`src/rtl/qfp_pkg.sv`:
```
`default_nettype none
// ----------------------------------------------------------------------------
// qfp_pkg
// Shared types and codes of the QUIC frame parser: result item, status
// codes and frame type codes.
// ----------------------------------------------------------------------------
package qfp_pkg;

  localparam int unsigned MaxBufferBytesDef = 65536;

  localparam logic [1:0] StatusOk      = 2'd0;
  localparam logic [1:0] StatusTrunc   = 2'd1;
  localparam logic [1:0] StatusUnknown = 2'd2;

  localparam logic [7:0] FtPadding            = 8'h00;
  localparam logic [7:0] FtPing               = 8'h01;
  localparam logic [7:0] FtAck                = 8'h02;
  localparam logic [7:0] FtAckEcn             = 8'h03;
  localparam logic [7:0] FtResetStream        = 8'h04;
  localparam logic [7:0] FtStopSending        = 8'h05;
  localparam logic [7:0] FtCrypto             = 8'h06;
  localparam logic [7:0] FtNewToken           = 8'h07;
  localparam logic [4:0] FtStreamBase         = 5'b00001;
  localparam logic [7:0] FtMaxData            = 8'h10;
  localparam logic [7:0] FtMaxStreamData      = 8'h11;
  localparam logic [7:0] FtMaxStreamsBidi     = 8'h12;
  localparam logic [7:0] FtMaxStreamsUni      = 8'h13;
  localparam logic [7:0] FtDataBlocked        = 8'h14;
  localparam logic [7:0] FtStreamDataBlocked  = 8'h15;
  localparam logic [7:0] FtStreamsBlockedBidi = 8'h16;
  localparam logic [7:0] FtStreamsBlockedUni  = 8'h17;
  localparam logic [7:0] FtNewConnId          = 8'h18;
  localparam logic [7:0] FtRetireConnId       = 8'h19;
  localparam logic [7:0] FtPathChallenge      = 8'h1a;
  localparam logic [7:0] FtPathResponse       = 8'h1b;
  localparam logic [7:0] FtCloseQuic          = 8'h1c;
  localparam logic [7:0] FtCloseApp           = 8'h1d;
  localparam logic [7:0] FtHandshakeDone      = 8'h1e;

  typedef struct packed {
    logic [1:0]  status;
    logic [61:0] frame_kind;
    logic [61:0] field_first;
    logic [61:0] field_second;
    logic [61:0] ack_range_total;
    logic [61:0] ack_first_range;
    logic [15:0] payload_length;
    logic [15:0] payload_start;
    logic [15:0] frame_bytes;
    logic        stream_fin;
    logic        close_is_app;
  } result_t;

endpackage
`default_nettype wire

```
`src/rtl/qfp_core.sv`:
```
`default_nettype none
// ----------------------------------------------------------------------------
// qfp_core
// Per-byte frame grammar walk: varint assembly, phase sequencing, length
// checks and result build, one byte per cycle while in_fire_i is high.
// ----------------------------------------------------------------------------
module qfp_core #(
  parameter int unsigned MAX_BUFFER_BYTES = qfp_pkg::MaxBufferBytesDef
) (
  input  wire logic            clk_i,
  input  wire logic            rst_ni,
  input  wire logic            in_fire_i,
  input  wire logic [7:0]      data_byte_i,
  input  wire logic            buffer_end_i,
  output logic                 res_valid_o,
  output qfp_pkg::result_t     res_o
);

  localparam logic [16:0] MaxBytes = 17'(MAX_BUFFER_BYTES);

  typedef enum logic [18:0] {
    PhType       = 19'h00001,
    PhAckLargest = 19'h00002,
    PhAckDelay   = 19'h00004,
    PhAckCount   = 19'h00008,
    PhAckFirst   = 19'h00010,
    PhSkipV      = 19'h00020,
    PhCryptoOff  = 19'h00040,
    PhCryptoLen  = 19'h00080,
    PhPayload    = 19'h00100,
    PhStreamId   = 19'h00200,
    PhStreamOff  = 19'h00400,
    PhStreamLen  = 19'h00800,
    PhToEnd      = 19'h01000,
    PhMaxData    = 19'h02000,
    PhCloseErr   = 19'h04000,
    PhCloseFt    = 19'h08000,
    PhCloseLen   = 19'h10000,
    PhCidLen     = 19'h20000,
    PhTokenLen   = 19'h40000
  } phase_e;

  typedef enum logic [1:0] {
    EvNone    = 2'd0,
    EvDone    = 2'd1,
    EvTrunc   = 2'd2,
    EvUnknown = 2'd3
  } event_e;

  phase_e      phase_q, phase_d;
  logic [61:0] acc_q, acc_d;
  logic [2:0]  vleft_q, vleft_d;
  logic [15:0] pos_q, pos_d;
  logic [61:0] kind_q, kind_d;
  logic [61:0] first_q, first_d;
  logic [61:0] second_q, second_d;
  logic [61:0] rtotal_q, rtotal_d;
  logic [61:0] frange_q, frange_d;
  logic [63:0] vskip_q, vskip_d;
  logic [15:0] bskip_q, bskip_d;
  logic [15:0] plen_q, plen_d;
  logic [15:0] pstart_q, pstart_d;
  logic        drain_q, drain_d;

  event_e      ev;
  logic [15:0] pos_n;
  logic [16:0] room;
  logic [61:0] acc_n;
  logic [2:0]  vleft_n;
  logic        eb_go, eb_report, sk_go, as_go, sao_go;
  logic [61:0] eb_len;
  logic [63:0] sk_n;

  always_comb begin
    phase_d  = phase_q;
    acc_d    = acc_q;
    vleft_d  = vleft_q;
    pos_d    = pos_q;
    kind_d   = kind_q;
    first_d  = first_q;
    second_d = second_q;
    rtotal_d = rtotal_q;
    frange_d = frange_q;
    vskip_d  = vskip_q;
    bskip_d  = bskip_q;
    plen_d   = plen_q;
    pstart_d = pstart_q;
    drain_d  = drain_q;
    ev        = EvNone;
    eb_go     = 1'b0;
    eb_report = 1'b0;
    eb_len    = '0;
    sk_go     = 1'b0;
    sk_n      = '0;
    as_go     = 1'b0;
    sao_go    = 1'b0;
    res_valid_o = 1'b0;
    res_o       = '0;

    pos_n = (pos_q != 16'hFFFF) ? pos_q + 16'd1 : pos_q;
    room  = ({1'b0, pos_n} >= MaxBytes) ? 17'd0 : MaxBytes - {1'b0, pos_n};

    // varint assembler: first byte gives the length in its top two bits
    if (vleft_q == 3'd0) begin
      acc_n = {56'd0, data_byte_i[5:0]};
      case (data_byte_i[7:6])
        2'd0:    vleft_n = 3'd0;
        2'd1:    vleft_n = 3'd1;
        2'd2:    vleft_n = 3'd3;
        default: vleft_n = 3'd7;
      endcase
    end else begin
      acc_n   = {acc_q[53:0], data_byte_i};
      vleft_n = vleft_q - 3'd1;
    end

    if (in_fire_i) begin
      if (drain_q) begin
        if (buffer_end_i) begin
          drain_d = 1'b0;
        end
      end else begin
        pos_d = pos_n;
        case (phase_q)
          PhPayload: begin
            if (bskip_q != 16'd0) begin
              bskip_d = bskip_q - 16'd1;
            end
            if (bskip_d == 16'd0) begin
              ev = EvDone;
            end
          end
          PhToEnd: begin
            if (buffer_end_i) begin
              plen_d = (pos_n >= pstart_q) ? pos_n - pstart_q : 16'd0;
              ev = EvDone;
            end
          end
          PhCidLen: begin
            eb_go  = 1'b1;
            eb_len = {54'd0, data_byte_i} + 62'd16;
          end
          default: begin
            acc_d   = acc_n;
            vleft_d = vleft_n;
            if (vleft_n == 3'd0) begin
              case (phase_q)
                PhType: begin
                  kind_d = acc_n;
                  if (acc_n[61:8] != '0) begin
                    ev = EvUnknown;
                  end else if (acc_n[7:3] == qfp_pkg::FtStreamBase) begin
                    phase_d = PhStreamId;
                  end else begin
                    case (acc_n[7:0])
                      qfp_pkg::FtPadding, qfp_pkg::FtPing,
                      qfp_pkg::FtHandshakeDone: ev = EvDone;
                      qfp_pkg::FtAck, qfp_pkg::FtAckEcn: phase_d = PhAckLargest;
                      qfp_pkg::FtResetStream: begin
                        sk_go = 1'b1;
                        sk_n  = 64'd3;
                      end
                      qfp_pkg::FtStopSending, qfp_pkg::FtMaxStreamData,
                      qfp_pkg::FtStreamDataBlocked, qfp_pkg::FtNewConnId: begin
                        sk_go = 1'b1;
                        sk_n  = 64'd2;
                      end
                      qfp_pkg::FtMaxStreamsBidi, qfp_pkg::FtMaxStreamsUni,
                      qfp_pkg::FtDataBlocked, qfp_pkg::FtStreamsBlockedBidi,
                      qfp_pkg::FtStreamsBlockedUni, qfp_pkg::FtRetireConnId: begin
                        sk_go = 1'b1;
                        sk_n  = 64'd1;
                      end
                      qfp_pkg::FtCrypto:   phase_d = PhCryptoOff;
                      qfp_pkg::FtNewToken: phase_d = PhTokenLen;
                      qfp_pkg::FtMaxData:  phase_d = PhMaxData;
                      qfp_pkg::FtPathChallenge, qfp_pkg::FtPathResponse: begin
                        eb_go  = 1'b1;
                        eb_len = 62'd8;
                      end
                      qfp_pkg::FtCloseQuic, qfp_pkg::FtCloseApp: phase_d = PhCloseErr;
                      default: ev = EvUnknown;
                    endcase
                  end
                end
                PhAckLargest: begin
                  first_d = acc_n;
                  phase_d = PhAckDelay;
                end
                PhAckDelay: begin
                  second_d = acc_n;
                  phase_d  = PhAckCount;
                end
                PhAckCount: begin
                  rtotal_d = acc_n;
                  phase_d  = PhAckFirst;
                end
                PhAckFirst: begin
                  frange_d = acc_n;
                  sk_go    = 1'b1;
                  sk_n     = {1'b0, rtotal_q, 1'b0} +
                             ((kind_q == {54'd0, qfp_pkg::FtAckEcn}) ? 64'd3 : 64'd0);
                end
                PhSkipV: begin
                  vskip_d = vskip_q - 64'd1;
                  if (vskip_d == 64'd0) begin
                    as_go = 1'b1;
                  end
                end
                PhCryptoOff: begin
                  first_d = acc_n;
                  phase_d = PhCryptoLen;
                end
                PhStreamId: begin
                  first_d = acc_n;
                  if (kind_q[2]) begin
                    phase_d = PhStreamOff;
                  end else begin
                    sao_go = 1'b1;
                  end
                end
                PhStreamOff: begin
                  second_d = acc_n;
                  sao_go   = 1'b1;
                end
                PhMaxData: begin
                  first_d = acc_n;
                  ev      = EvDone;
                end
                PhCloseErr: begin
                  first_d = acc_n;
                  phase_d = (kind_q == {54'd0, qfp_pkg::FtCloseQuic}) ? PhCloseFt
                                                                      : PhCloseLen;
                end
                PhCloseFt: begin
                  second_d = acc_n;
                  phase_d  = PhCloseLen;
                end
                PhCryptoLen, PhStreamLen, PhCloseLen: begin
                  eb_go     = 1'b1;
                  eb_report = 1'b1;
                  eb_len    = acc_n;
                end
                PhTokenLen: begin
                  eb_go  = 1'b1;
                  eb_len = acc_n;
                end
                default: ;
              endcase
            end
          end
        endcase

        // stream: length field follows, or data runs to the buffer end
        if (sao_go) begin
          if (kind_q[1]) begin
            phase_d = PhStreamLen;
          end else begin
            pstart_d = pos_n;
            plen_d   = 16'd0;
            if (buffer_end_i) begin
              ev = EvDone;
            end else begin
              phase_d = PhToEnd;
            end
          end
        end

        if (sk_go) begin
          if (sk_n == 64'd0) begin
            as_go = 1'b1;
          end else begin
            vskip_d = sk_n;
            phase_d = PhSkipV;
          end
        end

        if (as_go) begin
          if (kind_d == {54'd0, qfp_pkg::FtNewConnId}) begin
            phase_d = PhCidLen;
          end else begin
            ev = EvDone;
          end
        end

        // check the declared length against room left in the buffer
        if (eb_go) begin
          if ((eb_len[61:17] != '0) || (eb_len[16:0] > room)) begin
            ev = EvTrunc;
          end else begin
            if (eb_report) begin
              plen_d   = eb_len[15:0];
              pstart_d = pos_n;
            end
            if (eb_len == '0) begin
              ev = EvDone;
            end else begin
              bskip_d = eb_len[15:0];
              phase_d = PhPayload;
            end
          end
        end

        if ((ev == EvNone) && buffer_end_i) begin
          ev = EvTrunc;
        end

        if (ev != EvNone) begin
          res_valid_o       = 1'b1;
          res_o.frame_kind  = kind_d;
          res_o.frame_bytes = pos_n;
          case (ev)
            EvDone: begin
              res_o.status          = qfp_pkg::StatusOk;
              res_o.field_first     = first_d;
              res_o.field_second    = second_d;
              res_o.ack_range_total = rtotal_d;
              res_o.ack_first_range = frange_d;
              res_o.payload_length  = plen_d;
              res_o.payload_start   = pstart_d;
              res_o.stream_fin      = (kind_d[61:3] == 59'd1) ? kind_d[0] : 1'b0;
              res_o.close_is_app    = (kind_d == {54'd0, qfp_pkg::FtCloseApp});
            end
            EvTrunc:  res_o.status = qfp_pkg::StatusTrunc;
            default:  res_o.status = qfp_pkg::StatusUnknown;
          endcase
          drain_d  = (ev != EvDone) && !buffer_end_i;
          // start a fresh frame
          phase_d  = PhType;
          acc_d    = '0;
          vleft_d  = '0;
          pos_d    = '0;
          kind_d   = '0;
          first_d  = '0;
          second_d = '0;
          rtotal_d = '0;
          frange_d = '0;
          vskip_d  = '0;
          bskip_d  = '0;
          plen_d   = '0;
          pstart_d = '0;
        end
      end
    end
  end

  always_ff @(posedge clk_i or negedge rst_ni) begin
    if (!rst_ni) begin
      phase_q  <= PhType;
      acc_q    <= '0;
      vleft_q  <= '0;
      pos_q    <= '0;
      kind_q   <= '0;
      first_q  <= '0;
      second_q <= '0;
      rtotal_q <= '0;
      frange_q <= '0;
      vskip_q  <= '0;
      bskip_q  <= '0;
      plen_q   <= '0;
      pstart_q <= '0;
      drain_q  <= 1'b0;
    end else begin
      phase_q  <= phase_d;
      acc_q    <= acc_d;
      vleft_q  <= vleft_d;
      pos_q    <= pos_d;
      kind_q   <= kind_d;
      first_q  <= first_d;
      second_q <= second_d;
      rtotal_q <= rtotal_d;
      frange_q <= frange_d;
      vskip_q  <= vskip_d;
      bskip_q  <= bskip_d;
      plen_q   <= plen_d;
      pstart_q <= pstart_d;
      drain_q  <= drain_d;
    end
  end

endmodule
`default_nettype wire

```
`src/rtl/qfp_outq.sv`:
```
`default_nettype none
// ----------------------------------------------------------------------------
// qfp_outq
// Result register with one skid stage, so the parser keeps taking bytes
// while a result waits downstream.
// ----------------------------------------------------------------------------
module qfp_outq (
  input  wire logic              clk_i,
  input  wire logic              rst_ni,
  input  wire logic              res_valid_i,
  input  wire qfp_pkg::result_t  res_i,
  input  wire logic              out_stall_i,
  output logic                   out_valid_o,
  output qfp_pkg::result_t       out_res_o,
  output logic                   in_stall_o
);

  logic             ov_q, sv_q;
  qfp_pkg::result_t od_q, sd_q;

  always_ff @(posedge clk_i or negedge rst_ni) begin
    if (!rst_ni) begin
      ov_q <= 1'b0;
      sv_q <= 1'b0;
    end else if (!ov_q || !out_stall_i) begin
      // output slot frees: take the skid item first
      if (sv_q) begin
        ov_q <= 1'b1;
        sv_q <= res_valid_i;
      end else begin
        ov_q <= res_valid_i;
      end
    end else if (res_valid_i) begin
      sv_q <= 1'b1;
    end
  end

  always_ff @(posedge clk_i) begin
    if (!ov_q || !out_stall_i) begin
      if (sv_q) begin
        od_q <= sd_q;
        sd_q <= res_i;
      end else begin
        od_q <= res_i;
      end
    end else if (res_valid_i) begin
      sd_q <= res_i;
    end
  end

  assign out_valid_o = ov_q;
  assign out_res_o   = od_q;
  assign in_stall_o  = sv_q;

endmodule
`default_nettype wire

```
`src/rtl/quic_frame_parser.sv`:
```
`default_nettype none
// ----------------------------------------------------------------------------
// quic_frame_parser
// QUIC frame parser: one payload byte per item, one descriptor per frame.
// ----------------------------------------------------------------------------
// Takes one payload byte every cycle while input stall is low and walks the
// frame grammar in a single registered pass per byte; a frame descriptor, or
// an error for a truncated frame or unknown type, raised by the byte that ends
// it, is registered in the result register, or in the skid stage behind it
// while the output is stalled; that stage lets one more result collect, and
// input stall rises only when it is full. After an error, bytes are dropped
// up to the byte flagged as buffer end.
module quic_frame_parser #(
  parameter int unsigned MAX_BUFFER_BYTES = qfp_pkg::MaxBufferBytesDef
) (
  input  wire logic        clk_i,
  input  wire logic        rst_ni,
  input  wire logic        in_valid_i,
  output logic             in_stall_o,
  input  wire logic [7:0]  data_byte_i,
  input  wire logic        buffer_end_i,
  output logic             out_valid_o,
  input  wire logic        out_stall_i,
  output logic [1:0]       status_o,
  output logic [61:0]      frame_kind_o,
  output logic [61:0]      field_first_o,
  output logic [61:0]      field_second_o,
  output logic [61:0]      ack_range_total_o,
  output logic [61:0]      ack_first_range_o,
  output logic [15:0]      payload_length_o,
  output logic [15:0]      payload_start_o,
  output logic [15:0]      frame_bytes_o,
  output logic             stream_fin_o,
  output logic             close_is_app_o
);

  logic             in_fire;
  logic             res_valid;
  qfp_pkg::result_t res;
  qfp_pkg::result_t out_res;

  assign in_fire = in_valid_i && !in_stall_o;

  qfp_core #(
    .MAX_BUFFER_BYTES(MAX_BUFFER_BYTES)
  ) u_core (
    .clk_i       (clk_i),
    .rst_ni      (rst_ni),
    .in_fire_i   (in_fire),
    .data_byte_i (data_byte_i),
    .buffer_end_i(buffer_end_i),
    .res_valid_o (res_valid),
    .res_o       (res)
  );

  qfp_outq u_outq (
    .clk_i      (clk_i),
    .rst_ni     (rst_ni),
    .res_valid_i(res_valid),
    .res_i      (res),
    .out_stall_i(out_stall_i),
    .out_valid_o(out_valid_o),
    .out_res_o  (out_res),
    .in_stall_o (in_stall_o)
  );

  assign status_o          = out_res.status;
  assign frame_kind_o      = out_res.frame_kind;
  assign field_first_o     = out_res.field_first;
  assign field_second_o    = out_res.field_second;
  assign ack_range_total_o = out_res.ack_range_total;
  assign ack_first_range_o = out_res.ack_first_range;
  assign payload_length_o  = out_res.payload_length;
  assign payload_start_o   = out_res.payload_start;
  assign frame_bytes_o     = out_res.frame_bytes;
  assign stream_fin_o      = out_res.stream_fin;
  assign close_is_app_o    = out_res.close_is_app;

endmodule
`default_nettype wire
```
`config.mk`:
```
export PLATFORM = sky130hd
export DESIGN_NAME = quic_frame_parser
export DESIGN_NICKNAME = d
export VERILOG_FILES = /design/src/rtl/qfp_pkg.sv /design/src/rtl/qfp_core.sv /design/src/rtl/qfp_outq.sv /design/src/rtl/quic_frame_parser.sv
export SDC_FILE = /design/constraint.sdc
export NUM_CORES = 2
export LEC_CHECK = 0
export BUFFER_PORTS_ARGS = -buffer_cell sky130_fd_sc_hd__buf_2
export CAP_MARGIN = 20
export CORE_MARGIN = 5
export CORE_UTILIZATION = 40
export CTS_BUF_LIST = sky130_fd_sc_hd__clkbuf_4 sky130_fd_sc_hd__clkbuf_8 sky130_fd_sc_hd__clkbuf_16
export DETAILED_ROUTE_END_ITERATION = 10
export GPL_TIMING_DRIVEN = 0
export PLACE_DENSITY = 0.69
export SLEW_MARGIN = 20
export SYNTH_ARGS = -nofsm -noshare
export SYNTH_HDL_FRONTEND = slang
export SYNTH_SLANG_ARGS = --single-unit
```
`constraint.sdc`:
```
create_clock -name clk_i -period 44.2 [get_ports clk_i]
set_input_delay 0 -clock clk_i [delete_from_list [all_inputs] [get_ports clk_i]]
set_output_delay 0 -clock clk_i [all_outputs]
set_load 0.02 [all_outputs]
```
Yosys cells after proc, flatten, opt, wreduce, memory -nomap -nowiden. Cells that the tools add are included.

Bits in registers: 1241. Input bits: 13. Output and inout bits: 364. Word-level logic and storage cells: 322.

$add $sub $neg: 8. Order comparisons: 2. Equality and inequality tests: 55. Multiplexer cells: 178. Bitwise logic cells: 1. Reductions and logical operators: 40.

Operator list (count): two-way mux 362 bit (7); two-way mux 62 bit (28); two-way mux 64 bit (12); two-way mux 16 bit (28); two-way mux 19 bit (18); two-way mux 280 bit (1); case mux 62 bit (2 select lines) (2); equality test 62 x 5 -> 1 bit, second input constant (3); case mux 19 bit (8 select lines) (1); logical NOT 64 bit (2); case mux 64 bit (2 select lines) (1); equality test 8 x 5 -> 1 bit, second input constant (15); two-way mux 54 bit (2); case mux 19 bit (5 select lines) (1); adder 63 x 64 -> 64 bit (1); subtractor 64 x 1 -> 64 bit, second input constant (1); equality test 62 x 2 -> 1 bit, second input constant (1); logical NOT 62 bit (1); equality test 59 x 1 -> 1 bit, second input constant (1); nonzero test 54 bit (1); nonzero test 45 bit (1); two-way mux 1 bit (44); two-way mux 2 bit (18); equality test 8 x 3 -> 1 bit, second input constant (4); other kinds (60) (90).

Logic depth before layout (Yosys ltp).
Depth in word-level cells: 35. Gate-level depth with buffers: 27. Depth with buffers taken out: 23.

Hierarchy. From an unflattened synthesis, not the netlist that was laid out.

Cells, all modules: 5463. Area total of the unflattened synthesis: 62273.5 µm².

Modules (own cells, without submodules): qfp_core (instances 1, cells an instance 4327, area each 34309.2 µm², seq. area each 12888.6 µm²); qfp_outq (instances 1, cells an instance 1135, area each 27950.6 µm², seq. area each 21790.9 µm²); quic_frame_parser (instances 1, cells an instance 1, area each 13.8 µm², seq. area each 0.0 µm²).

Worst setup path after synthesis. OpenSTA, ideal clock, no wires.

Kind: register to register. Start: register u_outq.ov_q, in the netlist u_outq.out_valid_o. End: register u_outq.sd_q[0] in the netlist's numbering (enable). Setup time: 2919 ps. Arrival: 39997 ps. Data required time: 41281 ps. Slack: 1284 ps. Stages on the path, launching flop included: 3. Path buffers: 0. Period minus slack after synthesis: 42916 ps. Cells stage by stage: dfrtp_1 > nand2_1 > o21ai_1.

Longest elaborated chain between the ends: 4. Elaborated cells on any way between the ends: 5. Classes of those cells: eq/ne: 1; reduce/logical: 4.

Ends and longest elaborated chain: start, declared (RTL line qfp_outq.sv:18) `logic ov_q, sv_q;`; start signal, assigned (RTL line qfp_outq.sv:31) `ov_q <= res_valid_i;`; logical NOT 1 bit (*) (RTL line qfp_outq.sv:39) `if (!ov_q || !out_stall_i) begin`; logical OR 1 bit (*) (RTL line qfp_outq.sv:39); != test 2 x 1 -> 1 bit (no source line) / nonzero test 2 bit (equally long branches); AND reduction 2 bit (no source line) (*); end signal, assigned (RTL line qfp_outq.sv:42) `sd_q <= res_i;`; end signal, assigned (RTL line qfp_outq.sv:47) `sd_q <= res_i;`; end, declared (RTL line qfp_outq.sv:19) `qfp_pkg::result_t od_q, sd_q;`.

Every way passes the cells marked *; elsewhere a longest branch is shown, timed or not. A chain may end at the register's enable or synchronous reset.

Worst setup path after layout.
Start: register u_core.phase_q[4]. End: register u_outq.sd_q[126] in the netlist's numbering (enable).

Longest elaborated chain between the ends: 28. Elaborated cells on any way between the ends: 83. Classes of those cells: order compare: 1; eq/ne: 14; mux: 56; reduce/logical: 12.

Ends and longest elaborated chain: start, declared (RTL line qfp_core.sv:50) `phase_e phase_q, phase_d;`; start signal, assigned (RTL line qfp_core.sv:349) `phase_q <= PhType;`; start signal, assigned (RTL line qfp_core.sv:364) `phase_q <= phase_d;`; equality test 19 x 5 -> 1 bit / equality test 19 x 1 -> 1 bit (equally long branches) (RTL line qfp_core.sv:147) `case (phase_q)`; case mux 64 bit (2 select lines) (RTL line qfp_core.sv:147); two-way mux 64 bit (RTL line qfp_core.sv:146) `if (vleft_n == 3'd0) begin`; two-way mux 64 bit (RTL line qfp_core.sv:124) `case (phase_q)`; two-way mux 64 bit (RTL line qfp_core.sv:118) `if (drain_q) begin`; two-way mux 64 bit (RTL line qfp_core.sv:117) `if (in_fire_i) begin`; logical NOT 64 bit (RTL line qfp_core.sv:270) `if (sk_n == 64'd0) begin`; two-way mux 1 bit (RTL line qfp_core.sv:270); [12 not listed]; two-way mux 2 bit (*) (RTL line qfp_core.sv:118); two-way mux 2 bit (*) (RTL line qfp_core.sv:117); nonzero test 2 bit (*) (RTL line qfp_core.sv:308) `if (ev != EvNone) begin`; two-way mux 1 bit (*) (RTL line qfp_core.sv:308); two-way mux 1 bit (*) (RTL line qfp_core.sv:118); two-way mux 1 bit (*) (RTL line qfp_core.sv:117); nonzero test 2 bit (no source line) (*); AND reduction 2 bit (no source line) (*).

Every way passes the cells marked *; elsewhere a longest branch is shown, timed or not. The select of a mux whose other input is x is not followed.

==> flow_summary_export.csv <==
group,metric,value,unit
sta,finalCriticalPeriod,9.720,ns
sta,finalCritPeriodShare,21.99,%
synth,syn_inst,5689,
routing,drt_iter0_drc,7488,
synth,seq_area_frac_synth,58.96,%
grt,grt_pass1_vias,47260,
worst_setup_path,cp-end-kind,"flop",
power,swShare,36.35,%
sta,setup_viol,0,
routing,drtAntennaViolNets,0,
floorplan,start_util,40.31,%
power,p_comb_share,27.8,%
clocking,hold_buffers,17,
synth,synth_warnings,0,
synth,syn-cell-area,58820,µm²
sta,fmax,102.9,MHz
worst_setup_path,critical-path-top-delay-family,"simple AND/OR/NAND/NOR gates",
clocking,clock_path_buffers,3,
synth,synth_edf_count,724,
final_layout,seqCellArea,34680,µm²
synth,synth_area_per_cell,10.34,µm²
final_layout,fillers,13360,
routing,drt-wirelength-per-cell,27.14,µm
floorplan,ios,377,
synth,synth.distinct_cells,89,
floorplan,core,145900,µm²
floorplan,row_count,140,
placement,numPortBuffers,375,
floorplan,die_h,393.5,µm
synth,synth_seq_cells,1241,
power,finalPower,3730,µW
sta,finalHoldViolations,0,
clocking,cts_num_sinks,1241,
routing,drc,0,
worst_setup_path,crit_path_max_incr_delay,0.99,ns
power,p_int,2374,µW
clocking,numCtsBuffers,137,
grt,grt_pass1_wl,324500,µm
worst_setup_path,cp.required,44.69,ns
sta,final-max-slew-violation-count,0,
placement,dp_hpwl,167900,µm
clocking,path_clk_slew,0.06,ns
sta,slew_headroom,16.04,%
worst_setup_path,cpMaxStageDelayCell,"nor4_2",
floorplan,die_w,393.5,µm
floorplan,die-area,154800,µm²
grt,grt_usage,27.95,%
worst_setup_path,worstPathArrival,10.21,ns
clocking,root_buffer,"clkbuf_16",
final_layout,multi_input_area,22080,µm²
worst_setup_path,cp_num_buf_inv,11,
sta,rsz0062_at_grt,"no",
min_path,min_path_type,"input pin to flop",
routing,drt-total-wl,225000,µm
power,ir_drop,0.00003575,V
worst_setup_path,crit_fanout,25,
grt,grt_max_degree,95,
grt,grt_overflow,0,
final_layout,drive_above_1_share,13.09,%
power,power_frac_clock,31.6,%
placement,gp_congestion,0.9995,
clocking,cts-htree-levels,4,
power,leakagePower,0.02766,µW
power,p_sw,1356,µW
routing,via_count,50200,
final_layout,synthToLayoutAreaGrowth,17.12,%
power,power_density,54.14,nW/µm²
clocking,cts_setup_buffers,0,
status,status,"finished clean",
power,seq_power_share,40.5,%
flow_run,drv_cap,0,
sta,fin_tns_setup,0,ns
worst_setup_path,crit_top_cell,"buf_16",
sta,clock_skew,0.07339,ns
routing,routed_via_density,6.057,
worst_setup_path,startpoint_type,"flop",
routing,drt_pre_antenna_iters,8,
sta,worst_pin_slew,1.259,ns
grt,antenna_found_initial,11,
clocking,cts_resized,0,
clocking,clk_latency,0.83,ns
worst_setup_path,crit_type,"flop to flop",
synth,synth_nets,5748,
clocking,cts_tree,"done",
synth,async_reset_ff_share,41.66,%
synth,synthFlopType,"edfxtp_1",
final_layout,final_nets,6311,
==> registers in the layout, indices dropped and copies added (netlist names) <==
register,cells
u_core.first_q,62
u_core.kind_q,62
u_core.vskip_q,64
u_core.pos_q,16
u_core.phase_q,19
u_core.frange_q,62
u_core.acc_q,54
u_outq.in_stall_o,1
u_core.plen_q,16
u_outq.out_res_o,362
u_outq.sd_q,362
u_core.bskip_q,16
u_core.pstart_q,16
u_outq.out_valid_o,1
u_core.second_q,62
u_core.rtotal_q,62
u_core.vleft_q,3
u_core.drain_q,1
==> power groups by stage <==
stage               Sequential [µW]  Clock [µW]  Combinational (µW)
finish                         1510        1180                1040
global route                   1530        1240                1090
CTS                            1510        1190                1020
detailed placement             1530           0                1010
global placement               1670           0                 955
floorplan                      1760           0                 420
==> final timing paths <==
path	from	to	slack, ns	cells after the start
max	u_core.phase_q[4]$_DFFE_PN0P_	u_outq.sd_q[126]$_DFFE_PP_	34.48	27
min	data_byte_i[6]	u_outq.sd_q[298]$_DFFE_PP_	0.31	6
max reg2reg	u_core.phase_q[4]$_DFFE_PN0P_	u_outq.sd_q[126]$_DFFE_PP_	34.48	27
min reg2reg	u_core.plen_q[12]$_DFFE_PN0P_	u_core.plen_q[12]$_DFFE_PN0P_	0.48	2
max in group asynchronous	rst_ni	u_core.kind_q[36]$_DFFE_PN0P_	41.89	8
min in group asynchronous	rst_ni	u_core.vskip_q[51]$_DFFE_PN0P_	0.33	4
==> cells in the mapped netlist, types with 8 or more instances <==
cell	count	area share, %
a211oi_1	14	0.18
a21o_1	99	1.3
a21oi_1	438	3.7
a22o_1	242	3.6
a22oi_1	22	0.28
a31oi_1	15	0.16
and2_1	78	0.83
and3_1	40	0.43
and4_1	27	0.40
buf_1	13	0.083
buf_2	69	0.59
buf_6	11	0.21
clkbuf_1	308	2.0
dfrtp_1	516	22
edfxtp_1	724	37
ha_1	45	0.96
inv_1	119	0.76
mux2i_1	24	0.41
nand2_1	619	4.0
nand2b_1	28	0.30
nand3_1	96	0.82
nand4_1	77	0.82
nor2_1	818	5.2
nor2_2	28	0.30
nor2b_1	70	0.74
nor3_1	99	0.84
nor4_1	96	1.0
o211ai_1	8	0.10
o21a_1	12	0.15
o21ai_0	361	3.1
o21ai_1	32	0.27
o22a_1	8	0.12
o22ai_1	64	0.68
o2bb2ai_1	68	1.0
o31ai_1	54	0.69
or2_2	17	0.18
or3_1	40	0.43
or4_1	23	0.29
xnor2_1	87	1.3
xor2_1	34	0.51
==> cells by family (layout without fill, tap and decap cells) <==
family          after synthesis  after routing  synth area share [%]
simple gates               2211           2211                 17.52
compound gates             1521           1521                 16.64
flops                      1241           1241                 58.96
buf+inv                     523           1199                 3.644
xor+xnor                    121            121                 1.802
fa+ha+maj                    46             46                0.9913
mux                          26             26                0.4467
other cells                   0              6                     0
==> layer usage <==
layer  up-vias  GRT usage, %  part of all wire (%)
li1      21740             -                     -
met1     24750         39.62                    41
met2      3220         40.42                    42
met3       486         8.123                    12
met4         8         10.99                   4.4
met5         -             0                 0.024
==> layout by cell type, fill, tap and decap left out, drive strengths merged, types with 12 or more instances in the layout <==
| master | synthesis | routed |
|---|---|---|
| nor2 | 846 | 846 |
| edfxtp | 724 | 724 |
| nand2 | 622 | 622 |
| dfrtp | 516 | 516 |
| buf | 96 | 504 |
| clkbuf | 308 | 495 |
| a21oi | 443 | 443 |
| o21ai | 396 | 396 |
| a22o | 242 | 242 |
| inv | 119 | 125 |
| nor4 | 106 | 106 |
| nor3 | 102 | 102 |
| a21o | 99 | 99 |
| nand3 | 99 | 99 |
| xnor2 | 87 | 87 |
| and2 | 79 | 79 |
| nand4 | 78 | 78 |
| nor2b | 70 | 70 |
| o2bb2ai | 68 | 68 |
| o22ai | 64 | 64 |
| o31ai | 55 | 55 |
| clkinv | 0 | 50 |
| ha | 45 | 45 |
| and3 | 40 | 40 |
| or3 | 40 | 40 |
| xor2 | 34 | 34 |
| nand2b | 28 | 28 |
| and4 | 27 | 27 |
| mux2i | 24 | 24 |
| or4 | 24 | 24 |
| a22oi | 22 | 22 |
| or2 | 17 | 17 |
| dlygate4sd3 | 0 | 16 |
| a31oi | 15 | 15 |
| a211oi | 15 | 15 |
| o21a | 12 | 12 |
==> worst min-delay path, cell delays in order <==
cell     delay [ns]
buf_2          0.18
o31ai_1        0.18
o21ai_0        0.22
nor4_2         0.16
nand2_1        0.10
a21oi_2        0.07
==> layout make-up <==
cell class | instances | area share (%)
inverter | 119 | 0.6484
sequential | 1241 | 50.34
clock inverter | 65 | 1.150
tap | 1917 | 3.482
buffer | 404 | 2.470
timing repair buffer | 424 | 4.205
multi-input combinational | 3925 | 32.05
antenna | 6 | 0.02179
clock buffer | 187 | 5.630
==> per-stage QoR <==
stage	instance area (µm²)	util (%)	hold slack [ns]	setup WS, ns	cells
after detailed placement	64000	43.86	0.01233	34.65	8013
after global routing	68880	47.21	0.3105	34.09	8284
after CTS	68860	47.19	0.2044	34.62	8282
after floorplan	58820	-	-0.2956	1.284	5689
final	68890	47.21	0.3122	34.48	8288
after global placement	63090	43.24	0.4438	-30.23	7981
Note: power is estimated with default switching activity, not from simulation.
